File: config.mk
export PLATFORM = sky130hd
export DESIGN_NAME = shelf_strip_packer
export DESIGN_NICKNAME = d
export VERILOG_FILES = /design/src/rtl/core/ssp_pkg.sv /design/src/rtl/core/shelf_strip_packer.sv
export SDC_FILE = /design/constraint.sdc
export NUM_CORES = 1
export LEC_CHECK = 0
export BUFFER_PORTS_ARGS = -buffer_cell sky130_fd_sc_hd__buf_2
export CELL_PAD_IN_SITES_DETAIL_PLACEMENT = 1
export CELL_PAD_IN_SITES_GLOBAL_PLACEMENT = 2
export CORE_ASPECT_RATIO = 0.6
export CORE_MARGIN = 3
export CORE_UTILIZATION = 35
export DETAILED_ROUTE_END_ITERATION = 16
export HOLD_SLACK_MARGIN = 0.03
export MAX_ROUTING_LAYER = met4
export PLACE_DENSITY_LB_ADDON = 0.1
export SLEW_MARGIN = 20
export SYNTH_ARGS = -nofsm -noshare
export SYNTH_HDL_FRONTEND = slang
export SYNTH_SLANG_ARGS = --single-unit
File: constraint.sdc
create_clock -name i_clk -period 9.4 [get_ports i_clk]
set_input_delay 0.94 -clock i_clk [delete_from_list [all_inputs] [get_ports i_clk]]
set_output_delay 0.94 -clock i_clk [all_outputs]
set_load 0.03 [all_outputs]
File: src/rtl/core/ssp_pkg.sv
// Shared widths and small types for the shelf strip packer.
// No dependencies; imported by the core and its checker.
`timescale 1ns / 1ps

package ssp_pkg;

    localparam int STRIP_W   = 15;
    localparam int PIECE_W   = 12;
    localparam int FDIM_W    = 10;
    localparam int POSX_W    = 15;
    localparam int POSY_W    = 16;
    localparam int HEIGHT_W  = 16;
    localparam int IN_DATA_W = 40;
    localparam int OUT_DATA_W = 64;

    localparam logic [STRIP_W-1:0] STRIP_RESET = 15'd64;

    // Output tdata field offsets, lowest first
    localparam int OUT_X_LSB  = PIECE_W;
    localparam int OUT_Y_LSB  = OUT_X_LSB + POSX_W;
    localparam int OUT_R_LSB  = OUT_Y_LSB + POSY_W;
    localparam int OUT_F_LSB  = OUT_R_LSB + 2;
    localparam int OUT_H_LSB  = OUT_F_LSB + 1;

    typedef struct packed {
        logic [1:0] rot;
        logic       flip;
    } t_orient;

endpackage

File: src/rtl/core/shelf_strip_packer.sv
// Next-fit shelf strip packer: one candidate orientation per cycle while the output is not stalled.
// Results: the closing orientation of a piece passes the input register, then the result register.
// Throughput: one orientation a cycle unless stalled; the shelf state updates combinationally from its registers.
// Stalls: input register and result register, ready drops only when both hold
// and the receiver is not ready.
// Reset (i_rst_n low, synchronous): strip width 64, cursor, shelf and trackers clear.
// Depends on ssp_pkg.
`timescale 1ns / 1ps

module shelf_strip_packer
    import ssp_pkg::*;
#(
    parameter int DIM_BITS = 10,
    parameter int POS_BITS = 16
) (
    input  logic                  i_clk,
    input  logic                  i_rst_n,
    // configuration: strip width
    input  logic                  i_cfg_valid,
    output logic                  o_cfg_ready,
    input  logic [STRIP_W-1:0]    i_cfg_data,
    // candidate orientations
    input  logic                  s_axis_tvalid,
    output logic                  s_axis_tready,
    // piece_id[11:0], orient_width[21:12], orient_height[31:22],
    // rotation[33:32], flip[34], zero pad[39:35]
    input  logic [IN_DATA_W-1:0]  s_axis_tdata,
    // start_layout[0]
    input  logic                  s_axis_tuser,
    // last_orientation
    input  logic                  s_axis_tlast,
    // placements
    output logic                  m_axis_tvalid,
    input  logic                  m_axis_tready,
    // placed_piece[11:0], pos_x[26:12], pos_y[42:27], chosen_rotation[44:43],
    // chosen_flip[45], layout_height[61:46], zero pad[63:62]
    output logic [OUT_DATA_W-1:0] m_axis_tdata,
    // overflow[0]
    output logic                  m_axis_tuser
);

    // Sum width for position plus dimension, compare width against the strip
    localparam int SW = ((POS_BITS > DIM_BITS) ? POS_BITS : DIM_BITS) + 1;
    localparam int CW = (SW > STRIP_W) ? SW : STRIP_W;
    localparam int PW = (POS_BITS > HEIGHT_W) ? POS_BITS : HEIGHT_W;

    typedef struct packed {
        logic                valid;
        logic [DIM_BITS-1:0] w;
        logic [DIM_BITS-1:0] h;
        t_orient             o;
    } t_cand;

    // Saturating add of a position and a dimension or position
    function automatic logic [POS_BITS-1:0] sat_add(input logic [SW-1:0] a,
                                                    input logic [SW-1:0] b);
        logic [SW-1:0] s;
        s = a + b;
        if (|s[SW-1:POS_BITS]) return {POS_BITS{1'b1}};
        return s[POS_BITS-1:0];
    endfunction

    function automatic logic better(input t_cand t, input t_cand c);
        return !t.valid || (c.h < t.h) || ((c.h == t.h) && (c.w > t.w));
    endfunction

    // ---------------------------------------------------------------
    // Configuration: always ready; the user, not the block, ensures it is written only while idle
    // ---------------------------------------------------------------
    logic [STRIP_W-1:0] r_strip;

    assign o_cfg_ready = 1'b1;

    always_ff @(posedge i_clk) begin
        if (!i_rst_n) begin
            r_strip <= STRIP_RESET;
        end else if (i_cfg_valid) begin
            r_strip <= i_cfg_data;
        end
    end

    // ---------------------------------------------------------------
    // Input register
    // ---------------------------------------------------------------
    logic                r_in_valid;
    logic                r_in_start;
    logic                r_in_last;
    logic [PIECE_W-1:0]  r_in_piece;
    logic [FDIM_W-1:0]   r_in_w;
    logic [FDIM_W-1:0]   r_in_h;
    t_orient             r_in_o;

    logic r_out_valid;
    logic out_free;
    logic advance;

    // The result register frees when empty or being drained
    assign out_free      = !r_out_valid || m_axis_tready;
    assign advance       = r_in_valid && out_free;
    assign s_axis_tready = !r_in_valid || out_free;

    always_ff @(posedge i_clk) begin
        if (!i_rst_n) begin
            r_in_valid <= 1'b0;
        end else if (s_axis_tready) begin
            r_in_valid <= s_axis_tvalid;
        end
    end

    always_ff @(posedge i_clk) begin
        if (s_axis_tready && s_axis_tvalid) begin
            r_in_start  <= s_axis_tuser;
            r_in_last   <= s_axis_tlast;
            r_in_piece  <= s_axis_tdata[PIECE_W-1:0];
            r_in_w      <= s_axis_tdata[PIECE_W +: FDIM_W];
            r_in_h      <= s_axis_tdata[PIECE_W+FDIM_W +: FDIM_W];
            r_in_o.rot  <= s_axis_tdata[PIECE_W+2*FDIM_W +: 2];
            r_in_o.flip <= s_axis_tdata[PIECE_W+2*FDIM_W+2];
        end
    end

    // ---------------------------------------------------------------
    // Shelf state and orientation trackers
    // ---------------------------------------------------------------
    logic [POS_BITS-1:0] r_cursor, n_cursor;
    logic [POS_BITS-1:0] r_base,   n_base;
    logic [DIM_BITS-1:0] r_shelf_h, n_shelf_h;
    t_cand               r_here,   n_here;
    t_cand               r_fresh,  n_fresh;
    t_cand               r_narrow, n_narrow;

    // Values after an optional start of layout
    logic [POS_BITS-1:0] cur_cursor, cur_base;
    logic [DIM_BITS-1:0] cur_shelf_h;
    t_cand               cur_here, cur_fresh, cur_narrow;
    t_cand               cand;
    t_cand               upd_here, upd_fresh, upd_narrow;
    t_cand               pick;
    logic                fit_here, fit_fresh, close_shelf;
    logic [POS_BITS-1:0] px, py;
    logic [DIM_BITS-1:0] h_open;
    logic [SW-1:0]       total;
    logic                ovf;
    logic [POS_BITS-1:0] total_sat;

    always_comb begin
        // start_layout clears all shelf state and trackers, including a partly received run
        cur_cursor  = r_in_start ? '0 : r_cursor;
        cur_base    = r_in_start ? '0 : r_base;
        cur_shelf_h = r_in_start ? '0 : r_shelf_h;
        cur_here    = r_in_start ? '0 : r_here;
        cur_fresh   = r_in_start ? '0 : r_fresh;
        cur_narrow  = r_in_start ? '0 : r_narrow;

        cand.valid = 1'b1;
        cand.w     = DIM_BITS'(r_in_w);
        cand.h     = DIM_BITS'(r_in_h);
        cand.o     = r_in_o;

        fit_here  = (CW'(SW'(cur_cursor) + SW'(cand.w))) <= CW'(r_strip);
        fit_fresh = CW'(cand.w) <= CW'(r_strip);

        upd_here   = (fit_here && better(cur_here, cand)) ? cand : cur_here;
        upd_fresh  = (fit_fresh && better(cur_fresh, cand)) ? cand : cur_fresh;
        upd_narrow = (!cur_narrow.valid || (cand.w < cur_narrow.w)) ? cand : cur_narrow;

        // Close the shelf when nothing fits on a shelf that holds something
        close_shelf = !upd_here.valid && (cur_cursor != '0);
        px     = close_shelf ? '0 : cur_cursor;
        py     = close_shelf ? sat_add(SW'(cur_base), SW'(cur_shelf_h)) : cur_base;
        h_open = close_shelf ? '0 : cur_shelf_h;

        if (upd_here.valid) begin
            pick = upd_here;
        end else if (upd_fresh.valid) begin
            pick = upd_fresh;
        end else begin
            pick = upd_narrow;
        end

        if (r_in_last) begin
            n_cursor  = sat_add(SW'(px), SW'(pick.w));
            n_base    = py;
            n_shelf_h = (pick.h > h_open) ? pick.h : h_open;
            n_here    = '0;
            n_fresh   = '0;
            n_narrow  = '0;
        end else begin
            n_cursor  = cur_cursor;
            n_base    = cur_base;
            n_shelf_h = cur_shelf_h;
            n_here    = upd_here;
            n_fresh   = upd_fresh;
            n_narrow  = upd_narrow;
        end

        total     = SW'(py) + SW'(n_shelf_h);
        ovf       = |total[SW-1:POS_BITS];
        total_sat = ovf ? {POS_BITS{1'b1}} : total[POS_BITS-1:0];
    end

    always_ff @(posedge i_clk) begin
        if (!i_rst_n) begin
            r_cursor  <= '0;
            r_base    <= '0;
            r_shelf_h <= '0;
            r_here    <= '0;
            r_fresh   <= '0;
            r_narrow  <= '0;
        end else if (advance) begin
            r_cursor  <= n_cursor;
            r_base    <= n_base;
            r_shelf_h <= n_shelf_h;
            r_here    <= n_here;
            r_fresh   <= n_fresh;
            r_narrow  <= n_narrow;
        end
    end

    // ---------------------------------------------------------------
    // Result register: loads only on the closing orientation of a piece
    // ---------------------------------------------------------------
    logic [PW-1:0]       px_ext, py_ext, tot_ext;
    logic [OUT_DATA_W-1:0] r_out_data;
    logic                r_out_ovf;

    assign px_ext  = PW'(px);
    assign py_ext  = PW'(py);
    assign tot_ext = PW'(total_sat);

    always_ff @(posedge i_clk) begin
        if (!i_rst_n) begin
            r_out_valid <= 1'b0;
        end else if (out_free) begin
            r_out_valid <= advance && r_in_last;
        end
    end

    always_ff @(posedge i_clk) begin
        if (advance && r_in_last) begin
            r_out_data <= {2'b00, tot_ext[HEIGHT_W-1:0], pick.o.flip, pick.o.rot,
                           py_ext[POSY_W-1:0], px_ext[POSX_W-1:0], r_in_piece};
            r_out_ovf  <= ovf;
        end
    end

    assign m_axis_tvalid = r_out_valid;
    assign m_axis_tdata  = r_out_data;
    assign m_axis_tuser  = r_out_ovf;

endmodule

== Word-level counts from Yosys, hierarchy flattened ==
Index checks and enable logic that the tools add are counted.
Widths: inputs -> output; s select.
Operators by class
  reductions and logical operators: 22
  multipliers: 0
  $add $sub $neg: 4
  divide/modulo/power cells: 0
  equal/unequal tests: 2
  order comparisons: 8
  bitwise operators: 0
  muxes and demuxes: 28
  shift operators: 0
Operators by type and width (count)
  $mux 24: 9
  $mux 16: 10
  $add 16x10->17: 4
  $mux 23: 2
  $mux 10: 4
  $gt 10x10->1: 3
  $lt 10x10->1: 3
  $eq 10x10->1: 2
  $le 17x15->1: 1
  $reduce_bool 16->1: 1
  $le 10x15->1: 1
  $logic_and 1x1->1: 8
  $logic_or 1x1->1: 7
  $logic_not 1->1: 6
  $mux 1: 3
Storage, ports and cells
  latch bits: 0
  word-level logic and storage cells: 95
  memories kept: 0
  register bits: 231
  ROM bits: 0
  output and inout port bits: 68
  memory bits (writable): 0

== Logic depth before layout (Yosys ltp) ==
Gate-level depths: netlist of the first run.
  depth after elaboration: 14
  mapped depth: 48
  mapped depth without buffers: 44

== Least setup slack after synthesis of the first run ==
OpenSTA, ideal clock, no wires.
  path type: register to register
  start: register r_in_start
  end: register r_out_data[50], in the netlist m_axis_tdata[50], data pin
  data required time: 9.235 ns
  buffers on the path: 9
  setup slack: 0.254 ns
  stages on the path, launching flop included: 46
  arrival time: 8.981 ns
  clock period less this slack: 9.146 ns
  cell sequence: edfxtp_1 clkbuf_1 clkbuf_1 buf_1 clkbuf_1 nor2b_1 ha_1 nor2b_4 o31a_1 o31a_1 or2_2 nand2_1 xor2_1 nor2_1 ha_1 a21oi_1 nand2_1 a31oi_1 [10 not listed] a21oi_1 o21ai_0 clkbuf_1 nand2_1 nand2_1 ha_1 inv_1 fa_1 nor2b_1 o21ai_0 nand2b_1 a21o_1 a21o_1 a31oi_1 o211ai_1 nand4_4 buf_6 o31ai_2
On the way
  cells in the longest elaborated chain, start to end: 13
  elaborated cells between the ends (all ways): 44
  those cells by class: 3 x add/sub; 7 x order compare; 2 x eq/ne; 17 x mux; 15 x reduce/logical
Ends and longest elaborated chain
  from (decl): RTL line shelf_strip_packer.sv:86  | logic r_in_start;
  from (signal assigned): RTL line shelf_strip_packer.sv:112  | r_in_start <= s_axis_tuser;
  parallel branches: the longest is 11 deep, another holds $add 16x10->17
  $mux 10 *: RTL line shelf_strip_packer.sv:181  | if (r_in_last) begin
  via n_shelf_h[0]: RTL line shelf_strip_packer.sv:127  | logic [DIM_BITS-1:0] r_shelf_h, n_shelf_h;
  $add 16x10->17 *: RTL line shelf_strip_packer.sv:197  | total = SW'(py) + SW'(n_shelf_h);
  to (signal assigned): RTL line shelf_strip_packer.sv:241  | r_out_data <= {2'b00, tot_ext[HEIGHT_W-1:0], pick.o.flip, pick.o.rot,
  to (decl): RTL line shelf_strip_packer.sv:224  | logic [OUT_DATA_W-1:0] r_out_data;
Mark *: on every way through the listed nets, which the timed path passes.
A chain may end at the register's enable or synchronous reset.

== Worst setup path after layout of the first run ==
  start: register r_in_start
  end: register r_out_data[46], in the netlist m_axis_tdata[46], data pin
Same word-level chain as after synthesis.

==> results.sh, run 1 <==
export IMPL_synthTopCellsByCount="nand2_1, nor2b_1, dfxtp_1"
export IMPL_synth_warnings=0
export IMPL_fin_skew_ps=17.3
export IMPL_cts_sinks=231
export IMPL_max_freq_ghz=0.114
export IMPL_setup_violations=0
export IMPL_hold_slack_ps=411
export IMPL_post_route_period_util=0.935
export IMPL_fin_crit_ps=8790
export IMPL_port_buffers=121
export IMPL_grt_ovfl_total=0
export IMPL_cp_required_ps=9710
export IMPL_synthArstFlopShare=0
export IMPL_ctsLongestPathBuffers=3
export IMPL_cp_start_kind="register"
export IMPL_ys_ff_latch=231
export IMPL_synth_cells=1496
export IMPL_cp_slowest_cell="or4_4"
export IMPL_dr_pass1_iters=5
export IMPL_power_density_nw_per_um2=175
export IMPL_start_util=0.358
export IMPL_cts_tree="done"
export IMPL_synth_edf_count=100
export IMPL_synth_top_area_frac=0.213
export IMPL_yosysMostFrequentCell="nand2_1"
export IMPL_gp_congestion=0.853
export IMPL_dieArea_sq_um=42800
export IMPL_ys_seq_area_frac=0.399
export IMPL_clkTransAtPathRegs_ps=70
export IMPL_grt_max_degree=64
export IMPL_fillCellCount=4482
export IMPL_vias=12100
export IMPL_status="finished, final reports clean"
export IMPL_synth_area_leaders="edfxtp_1, dfxtp_1, ha_1, nor2b_1, a22oi_1"
export IMPL_path_max_fanout=11
export IMPL_slew_headroom=0.250
export IMPL_first_global_vias=12100
export IMPL_tightestPinTransition_ps=1120
export IMPL_r2r_setup_slack_ps=610
export IMPL_yosysTopAreaCell="edfxtp_1"
export IMPL_place_detailed_hpwl_um=35000
export IMPL_setup_worst_path_class="register to register"
export IMPL_syn_avg_cell_area_sq_um=9.42
export IMPL_core_area_sq_um=39400
export IMPL_antenna_found_initial=2
export IMPL_p_leak_nw=6.56
export IMPL_maxSlewViolCount=0
export IMPL_drc=0
export IMPL_routedWlPerCell_um=22.3
export IMPL_grt_first_pass_wirelength_um=74000
export IMPL_via_per_inst=5.59
export IMPL_ioPinCount=130
export IMPL_fp_dieW_um=265
export IMPL_die_h_um=161
export IMPL_ir_drop_mv=0.124
export IMPL_syn_to_final_growth_pct=16.6
export IMPL_ant_nets=0
export IMPL_endpoint_kind="register"
export IMPL_finalNetCount=1805
export IMPL_rows=56
export IMPL_drt_first_iter_violations=984
export IMPL_drive_gt1_frac=0.165
export IMPL_final_core_util=0.417
export IMPL_hold_path_class="register to register"
export IMPL_cpPeakStageDelay_ps=530
export IMPL_track_usage=0.229
export IMPL_cts_buffers=25
export IMPL_cp_arrival_ps=9100
export IMPL_timing_final_hold_violations=0
export IMPL_clkLatencyLatePin_ps=560
export IMPL_drv_cap=0
export IMPL_antennaDiodeCount=0
export IMPL_synth_ff_type="dfxtp_1"
export IMPL_netlist_cell_type_count=83
export IMPL_cts_root_buf="clkbuf_16"
export IMPL_syn_area_sq_um=14100
export IMPL_postCtsHoldBufs=0
export IMPL_cts_htree_levels=1
export IMPL_drt_total_wl_um=48000
[report_power, final]
group          total, W  internal (W)  switching, W  leakage (nW)
combinational  0.000666      0.000247      0.000419          4.10
sequential      0.00113       0.00110     0.0000312          2.02
clock           0.00108      0.000637      0.000444         0.433
[registers in the layout, summed over array words and instances (netlist names)]
name / cells
m_axis_tdata: 62
r_fresh: 24
r_here: 24
r_narrow: 24
r_base: 16
r_cursor: 16
r_strip: 15
r_in_piece: 12
r_in_h: 10
r_in_w: 10
r_shelf_h: 10
cand: 3
m_axis_tuser: 1
m_axis_tvalid: 1
r_in_last: 1
r_in_start: 1
r_in_valid: 1
[repair_timing]
| action | 4_1_cts | 5_1_grt |
|---|---|---|
| buffers inserted | 0 | 4 |
| endpoints found under the setup margin | 16 | 17 |
| resized for setup | 3 | 17 |
| cloned | 0 | 0 |
| hold endpoints to repair | 0 | 0 |
| pin swaps | 0 | 4 |
[path summary, 6_finish.rpt]
path	startpoint	to	depth (start not counted)
max	r_in_start$_DFFE_PP_	m_axis_tdata[46]$_SDFFCE_PP1P_	42
min	r_in_piece[7]$_DFFE_PP_	m_axis_tdata[7]$_DFFE_PP_	0
max reg2reg	r_in_start$_DFFE_PP_	m_axis_tdata[46]$_SDFFCE_PP1P_	42
min reg2reg	r_in_piece[7]$_DFFE_PP_	m_axis_tdata[7]$_DFFE_PP_	0
[critical path: cells and delay by family (launching register included)]
kind                       cells  cell delay [ps]
and+or+nand+nor               15             2430
adders and majority gates      4             1250
AOI/OAI and AO/OA             15             3040
buffers and inverters          6             1070
DFF                            1              360
xor gates and xnor gates       1              140
muxes                          1              220
[routing by layer]
| layer | up-vias | global-route usage | wire length [um] |
|---|---|---|---|
| met3 | 47 | 0.0336 | 2400 |
| met5 | - | - | 0 |
| met1 | 6044 | 0.357 | 25800 |
| met4 | 0 | 0.0365 | 661 |
| li1 | 5749 | - | - |
| met2 | 222 | 0.311 | 19100 |
[layout by cell type, fill, tap and decap left out, types with 10 or more instances in the layout]
master | Yosys | final
a21oi_1 | 85 | 82
clkbuf_16 | 0 | 26
a21boi_0 | 19 | 19
and3_1 | 10 | 10
dfxtp_1 | 131 | 131
or2_2 | 10 | 10
and2_1 | 21 | 20
inv_1 | 56 | 56
o21ai_0 | 79 | 78
nor3_1 | 18 | 17
nor2_1 | 55 | 55
a222oi_1 | 12 | 12
mux2i_1 | 26 | 26
buf_2 | 9 | 121
nor2b_1 | 146 | 145
nand2b_1 | 12 | 12
ha_1 | 124 | 124
xor2_1 | 14 | 14
a22oi_1 | 83 | 83
xnor2_1 | 21 | 21
o21a_1 | 17 | 17
edfxtp_1 | 100 | 100
a21o_1 | 29 | 29
nand3_1 | 17 | 17
nand4_1 | 15 | 15
a31oi_1 | 17 | 14
nand2_1 | 150 | 149
buf_4 | 4 | 49
[metrics by stage]
stage	cell area [sq um]	worst slack [ps]	power, W	cells	TNS [ps]
finish	16400	612	0.00287	2156	0
detailed placement	15400	-47.0	0.00179	2106	-104
global route	16400	-23.3	0.00302	2156	-23.3
global placement	15400	169	0.00178	2105	0
CTS	16300	55.9	0.00289	2152	0
floorplan	14100	254	0.00156	1497	0
[cell type report]
| class | instances | area [sq um] | area share |
|---|---|---|---|
| clock buffer | 38 | 756 | 0.0460 |
| clock inverter | 8 | 119 | 0.00724 |
| inverter | 58 | 219 | 0.0133 |
| multi-input combinational | 1126 | 8040 | 0.489 |
| sequential | 231 | 5630 | 0.342 |
| tap | 522 | 653 | 0.0398 |
| timing repair buffer | 173 | 1020 | 0.0618 |
[logic make-up (layout without fill, tap and decap cells)]
kind of cell | after synthesis | in the layout | synth area share
simple gates | 488 | 488 | 0.182
compound gates | 445 | 445 | 0.220
flops | 231 | 231 | 0.399
buf+inv | 140 | 277 | 0.0402
fa+ha+maj | 128 | 128 | 0.116
xor+xnor | 35 | 35 | 0.0218
mux | 27 | 27 | 0.0201
other cells | 2 | 3 | 0.000533
Note: power is estimated with default switching activity, not from simulation.
==> run 2: changes to the inputs <==
--- a/config.mk
+++ b/config.mk
@@ -5,13 +5,13 @@
 export SDC_FILE = /design/constraint.sdc
 export NUM_CORES = 1
 export LEC_CHECK = 0
-export BUFFER_PORTS_ARGS = -buffer_cell sky130_fd_sc_hd__buf_2
 export CELL_PAD_IN_SITES_DETAIL_PLACEMENT = 1
 export CELL_PAD_IN_SITES_GLOBAL_PLACEMENT = 2
 export CORE_ASPECT_RATIO = 0.6
 export CORE_MARGIN = 3
-export CORE_UTILIZATION = 35
+export CORE_UTILIZATION = 37
 export DETAILED_ROUTE_END_ITERATION = 16
+export DONT_BUFFER_PORTS = 1
 export HOLD_SLACK_MARGIN = 0.03
 export MAX_ROUTING_LAYER = met4
 export PLACE_DENSITY_LB_ADDON = 0.1
==> run 2 against run 1 <==
Against the previous run: clock skew decreased by 2.0 ps; combinational power decreased by 8.1%; flip-flop and latch count is the same; die area fell by 5.2%; clock-buffer cell count rose by 1; critical endpoint unchanged; largest cell class unchanged; highest routed layer unchanged.
==> results.sh, run 2 (synthesized netlist as in run 1, its figures left out) <==
export IMPL_status="finished, final reports clean"
export IMPL_drt_first_iter_violations=918
export IMPL_ctsLongestPathBuffers=3
export IMPL_clkLatencyLatePin_ps=560
export IMPL_maxSlewViolCount=0
export IMPL_p_int_w=0.00192
export IMPL_post_route_period_util=0.943
export IMPL_rows=54
export IMPL_fin_tns_setup_ps=0
export IMPL_cts_tree="done"
export IMPL_place_detailed_hpwl_um=34400
export IMPL_grt_setup_unrepaired="false"
export IMPL_final_core_util=0.424
export IMPL_drive_gt1_frac=0.0883
export IMPL_setup_worst_path_class="register to register"
export IMPL_hold_path_class="register to register"
export IMPL_crit_buf_inv=4
export IMPL_cp_arrival_ps=9170
export IMPL_layout_commonest_cell="nand2_1"
export IMPL_dr_pass1_iters=5
export IMPL_cp_required_ps=9710
export IMPL_ant_nets=0
export IMPL_gp_congestion=0.863
export IMPL_ioPinCount=130
export IMPL_grt_max_degree=132
export IMPL_place_area_sq_um=14700
export IMPL_routedWlPerCell_um=23.5
export IMPL_via_per_inst=5.75
export IMPL_endpoint_kind="register"
export IMPL_fin_skew_ps=15.3
export IMPL_p_sw_w=0.000870
export IMPL_port_buffers=0
export IMPL_die_h_um=157
export IMPL_setup_violations=0
export IMPL_pwr_share_seq=0.413
export IMPL_layout_common_cells="nand2_1, nor2b_1, dfxtp_1, ha_1, edfxtp_1"
export IMPL_cts_htree_levels=1
export IMPL_syn_to_final_growth_pct=11.1
export IMPL_track_usage=0.239
export IMPL_vias=11600
export IMPL_fin_crit_ps=8860
export IMPL_core_area_sq_um=37000
export IMPL_cpPeakStageDelay_ps=610
export IMPL_antenna_found_initial=1
export IMPL_finalNetCount=1676
export IMPL_ir_drop_mv=0.127
export IMPL_power_density_nw_per_um2=178
export IMPL_drv_cap=0
export IMPL_clkTransAtPathRegs_ps=60
export IMPL_largest_reg_flops=62
export IMPL_cts_sinks=231
export IMPL_critical_path_top_delay_family="compound AO/OA/AOI/OAI gates"
export IMPL_drt_total_wl_um=47300
export IMPL_start_util=0.381
export IMPL_path_max_fanout=12
export IMPL_grt_ovfl_total=0
export IMPL_max_freq_ghz=0.113
export IMPL_cts_root_buf="clkbuf_16"
export IMPL_swShare=0.312
export IMPL_grt_first_pass_wirelength_um=72300
export IMPL_tightestPinTransition_ps=1130
export IMPL_clkPwrFrac=0.368
export IMPL_timing_final_hold_violations=0
export IMPL_power_frac_comb=0.219
export IMPL_p_leak_nw=5.98
export IMPL_cts_buffers=26
export IMPL_cp_slowest_cell="or4_4"
export IMPL_drc=0
export IMPL_dieArea_sq_um=40500
export IMPL_cp_start_kind="register"
export IMPL_first_global_vias=11600
export IMPL_fp_dieW_um=258
export IMPL_slew_headroom=0.248
export IMPL_design_area_sq_um=15700
run 2: cell count changes in the layout (fill, tap and decap cells not counted), moves of 3 or more:
cell,previous run,this run
clkinv_1,0,3
buf_2,121,0
clkbuf_8,6,3
buf_4,49,40
run 2: layout make-up:
type | count | area [sq um]
fill | 4239 | 21300
inverter | 58 | 219
tap | 504 | 631
timing repair buffer | 42 | 323
clock buffer | 39 | 772
clock inverter | 9 | 72.6
sequential | 231 | 5630
antenna | 1 | 2.50
multi-input combinational | 1127 | 8010
run 2: timing repair:
| action | CTS | global route |
|---|---|---|
| buffers inserted | 0 | 2 |
| endpoints found under the hold margin | 0 | 0 |
| endpoints found under the setup margin | 0 | 17 |
| gates resized for setup | 0 | 17 |
| hold buffers | 0 | 0 |
run 2: stage by stage:
stage	setup slack, ps	std cells	power, W	hold slack [ps]
after global routing	15.2	2011	0.00293	428
after CTS	179	2007	0.00280	421
after global placement	313	1959	0.00175	400
final	538	2011	0.00279	420
after floorplan	254	1497	0.00156	400
after detailed placement	164	1959	0.00176	407
run 2: per-layer routing:
| metal | routed length, um | vias to the layer above | share of wire | GRT usage |
|---|---|---|---|---|
| li1 | - | 5486 | - | - |
| met5 | 0 | - | 0 | - |
| met1 | 25200 | 5790 | 0.53 | 0.363 |
| met2 | 18700 | 250 | 0.39 | 0.328 |
| met4 | 564 | 0 | 0.012 | 0.0314 |
| met3 | 2930 | 34 | 0.062 | 0.0494 |
run 2: power by group through the flow:
stage | sequential [W] | combinational [W] | clock, W
final | 0.00115 | 0.000612 | 0.00103
after global routing | 0.00116 | 0.000677 | 0.00110
after CTS | 0.00115 | 0.000593 | 0.00106
after detailed placement | 0.00117 | 0.000588 | 0
after global placement | 0.00117 | 0.000576 | 0
after floorplan | 0.00116 | 0.000401 | 0
run 2: path summary, 6_finish.rpt:
kind                           startpoint                        endpoint  slack [ps]  depth (start not counted)
hold reg to reg   r_in_piece[3]$_DFFE_PP_       m_axis_tdata[3]$_DFFE_PP_         420                          0
setup reg to reg     r_in_start$_DFFE_PP_  m_axis_tdata[46]$_SDFFCE_PP1P_         540                         42
hold / removal    r_in_piece[3]$_DFFE_PP_       m_axis_tdata[3]$_DFFE_PP_         420                          0
setup / recovery     r_in_start$_DFFE_PP_  m_axis_tdata[46]$_SDFFCE_PP1P_         540                         42
==> run 3: changes to the inputs <==
--- a/config.mk
+++ b/config.mk
@@ -14,7 +14,7 @@
 export DONT_BUFFER_PORTS = 1
 export HOLD_SLACK_MARGIN = 0.03
 export MAX_ROUTING_LAYER = met4
-export PLACE_DENSITY_LB_ADDON = 0.1
+export PLACE_DENSITY = 0.78
 export SLEW_MARGIN = 20
 export SYNTH_ARGS = -nofsm -noshare
 export SYNTH_HDL_FRONTEND = slang
==> constraint.sdc (replaced) <==
create_clock -name i_clk -period 9.4 [get_ports i_clk]
set_input_delay 1.88 -clock i_clk [delete_from_list [all_inputs] [get_ports i_clk]]
set_output_delay 1.88 -clock i_clk [all_outputs]
set_load 0.03 [all_outputs]
==> run 3 against run 2 <==
Against the previous run: final cell count about the same; via count increased by 1.2%; die area unchanged; sequential power about the same; routed wire length decreased by 3.0%; final area increased by 0.23%; critical path type unchanged; critical endpoint unchanged; highest routed layer unchanged.
==> results.sh, run 3 (synthesized netlist as in run 1, its figures left out) <==
export IMPL_path_max_fanout=11
export IMPL_p_int_w=0.00189
export IMPL_p_sw_w=0.000883
export IMPL_finalNetCount=1675
export IMPL_grt_ovfl_total=0
export IMPL_clkTransAtPathRegs_ps=70
export IMPL_cpPeakStageDelay_ps=590
export IMPL_tightestPinTransition_ps=1090
export IMPL_ant_nets=0
export IMPL_cts_tree="done"
export IMPL_drt_total_wl_um=45900
export IMPL_cpMostUsedCell="nand2_1"
export IMPL_setup_violations=0
export IMPL_path_depth=41
export IMPL_place_area_sq_um=14700
export IMPL_cp_start_kind="register"
export IMPL_fp_dieW_um=258
export IMPL_fin_skew_ps=36.4
export IMPL_drive_gt1_frac=0.0891
export IMPL_p_leak_nw=5.99
export IMPL_status="finished, final reports clean"
export IMPL_swShare=0.319
export IMPL_critical_path_top_delay_family="simple AND/OR/NAND/NOR gates"
export IMPL_hold_path_depth=0
export IMPL_first_global_vias=11600
export IMPL_multiInputGateArea_sq_um=8040
export IMPL_clkPwrFrac=0.363
export IMPL_hold_path_class="register to register"
export IMPL_cts_htree_levels=1
export IMPL_power_total_w=0.00277
export IMPL_fin_crit_ps=8960
export IMPL_vias=11700
export IMPL_max_freq_ghz=0.112
export IMPL_cts_sinks=231
export IMPL_ir_drop_mv=0.122
export IMPL_track_usage=0.229
export IMPL_cts_buffers=25
export IMPL_timing_final_hold_violations=0
export IMPL_clkLatencyLatePin_ps=570
export IMPL_antenna_found_initial=1
export IMPL_design_area_sq_um=15700
export IMPL_die_h_um=157
export IMPL_pwr_share_seq=0.415
export IMPL_layout_commonest_cell="nand2_1"
export IMPL_gp_congestion=0.854
export IMPL_dieArea_sq_um=40500
export IMPL_core_area_sq_um=37000
export IMPL_via_per_inst=5.83
export IMPL_layout_common_cells="nand2_1, nor2b_1, dfxtp_1, ha_1, edfxtp_1"
export IMPL_fin_tns_setup_ps=0
export IMPL_largest_reg_flops=62
export IMPL_final_core_util=0.425
export IMPL_drt_first_iter_violations=918
export IMPL_rows=54
export IMPL_cp_slowest_cell="or4_4"
export IMPL_grt_max_degree=132
export IMPL_setup_worst_path_class="register to register"
export IMPL_cp_arrival_ps=9280
export IMPL_place_detailed_hpwl_um=33500
export IMPL_fillCellCount=4200
export IMPL_cp_required_ps=9720
export IMPL_power_frac_comb=0.223
export IMPL_drv_cap=0
export IMPL_post_route_period_util=0.953
export IMPL_crit_buf_inv=5
export IMPL_endpoint_kind="register"
export IMPL_routedWlPerCell_um=22.8
export IMPL_power_density_nw_per_um2=177
export IMPL_postCtsHoldBufs=0
export IMPL_ioPinCount=130
export IMPL_drc=0
export IMPL_cts_root_buf="clkbuf_16"
export IMPL_maxSlewViolCount=0
export IMPL_syn_to_final_growth_pct=11.4
export IMPL_grt_first_pass_wirelength_um=70900
export IMPL_r2r_cells=41
export IMPL_dr_pass1_iters=6
export IMPL_ff_latch_area_sq_um=5630
export IMPL_port_buffers=0
export IMPL_hold_slack_ps=419
export IMPL_ctsLongestPathBuffers=3
export IMPL_slew_headroom=0.276
export IMPL_start_util=0.381
==> run 3: changes by cell type in the layout (fill, tap and decap cells not counted), sizes merged <==
cell | previous run | this run
buf | 42 | 43
bufinv | 1 | 2
or4 | 7 | 6
inv | 58 | 61
clkbuf | 39 | 34
clkinv | 6 | 5
==> run 3: what timing repair did <==
item                       4_1_cts  5_1_grt
hold endpoints to repair         0        0
resized for setup                0       21
setup buffers                    0        7
setup endpoints to repair        0       17
==> run 3: worst paths after layout <==
kind | startpoint | to | slack [ps]
worst min-delay path | r_in_piece[4]$_DFFE_PP_ | m_axis_tdata[4]$_DFFE_PP_ | 420
worst min register to register | r_in_piece[4]$_DFFE_PP_ | m_axis_tdata[4]$_DFFE_PP_ | 420
worst max-delay path | r_in_start$_DFFE_PP_ | m_axis_tdata[46]$_SDFFCE_PP1P_ | 440
worst max register to register | r_in_start$_DFFE_PP_ | m_axis_tdata[46]$_SDFFCE_PP1P_ | 440
==> run 3: worst register-to-register path: cells and delay by family, from the launching register on <==
kind | cells | cell delay (ps)
AOI/OAI and AO/OA | 14 | 2810
and+or+nand+nor | 16 | 2910
DFF | 1 | 380
adders and majority gates | 5 | 1640
buffers and inverters | 5 | 770
xor gates and xnor gates | 1 | 160
==> run 3: final cells by class <==
| type | instances | area share |
|---|---|---|
| well taps | 504 | 0.0402 |
| repair buffers | 43 | 0.0239 |
| multi-input cells | 1126 | 0.512 |
| clock buffers | 34 | 0.0420 |
| diodes | 1 | 0.000159 |
| inverters | 58 | 0.0140 |
| flip-flops and latches | 231 | 0.359 |
| clock inverters | 12 | 0.00893 |
==> run 3: per-stage QoR <==
stage | setup slack (ps) | cells
after floorplan | 254 | 1497
after global placement | 386 | 1954
after detailed placement | 83.3 | 1954
after CTS | 60.9 | 2000
after global routing | -18.7 | 2009
final | 440 | 2009
==> run 3: power groups by stage <==
stage	sequential (W)	combinational, W	clock, W
after detailed placement	0.00117	0.000581	0
after global placement	0.00117	0.000566	0
final	0.00115	0.000616	0.00100
after CTS	0.00115	0.000584	0.00103
after global routing	0.00115	0.000676	0.00108
after floorplan	0.00116	0.000401	0
==> run 3: routing by layer <==
metal,track usage,share of wire,up-vias
met4,0.0397,0.017,0
met3,0.0397,0.065,48
met1,0.350,0.52,5805
met5,-,0,-
met2,0.316,0.39,355
li1,-,-,5496
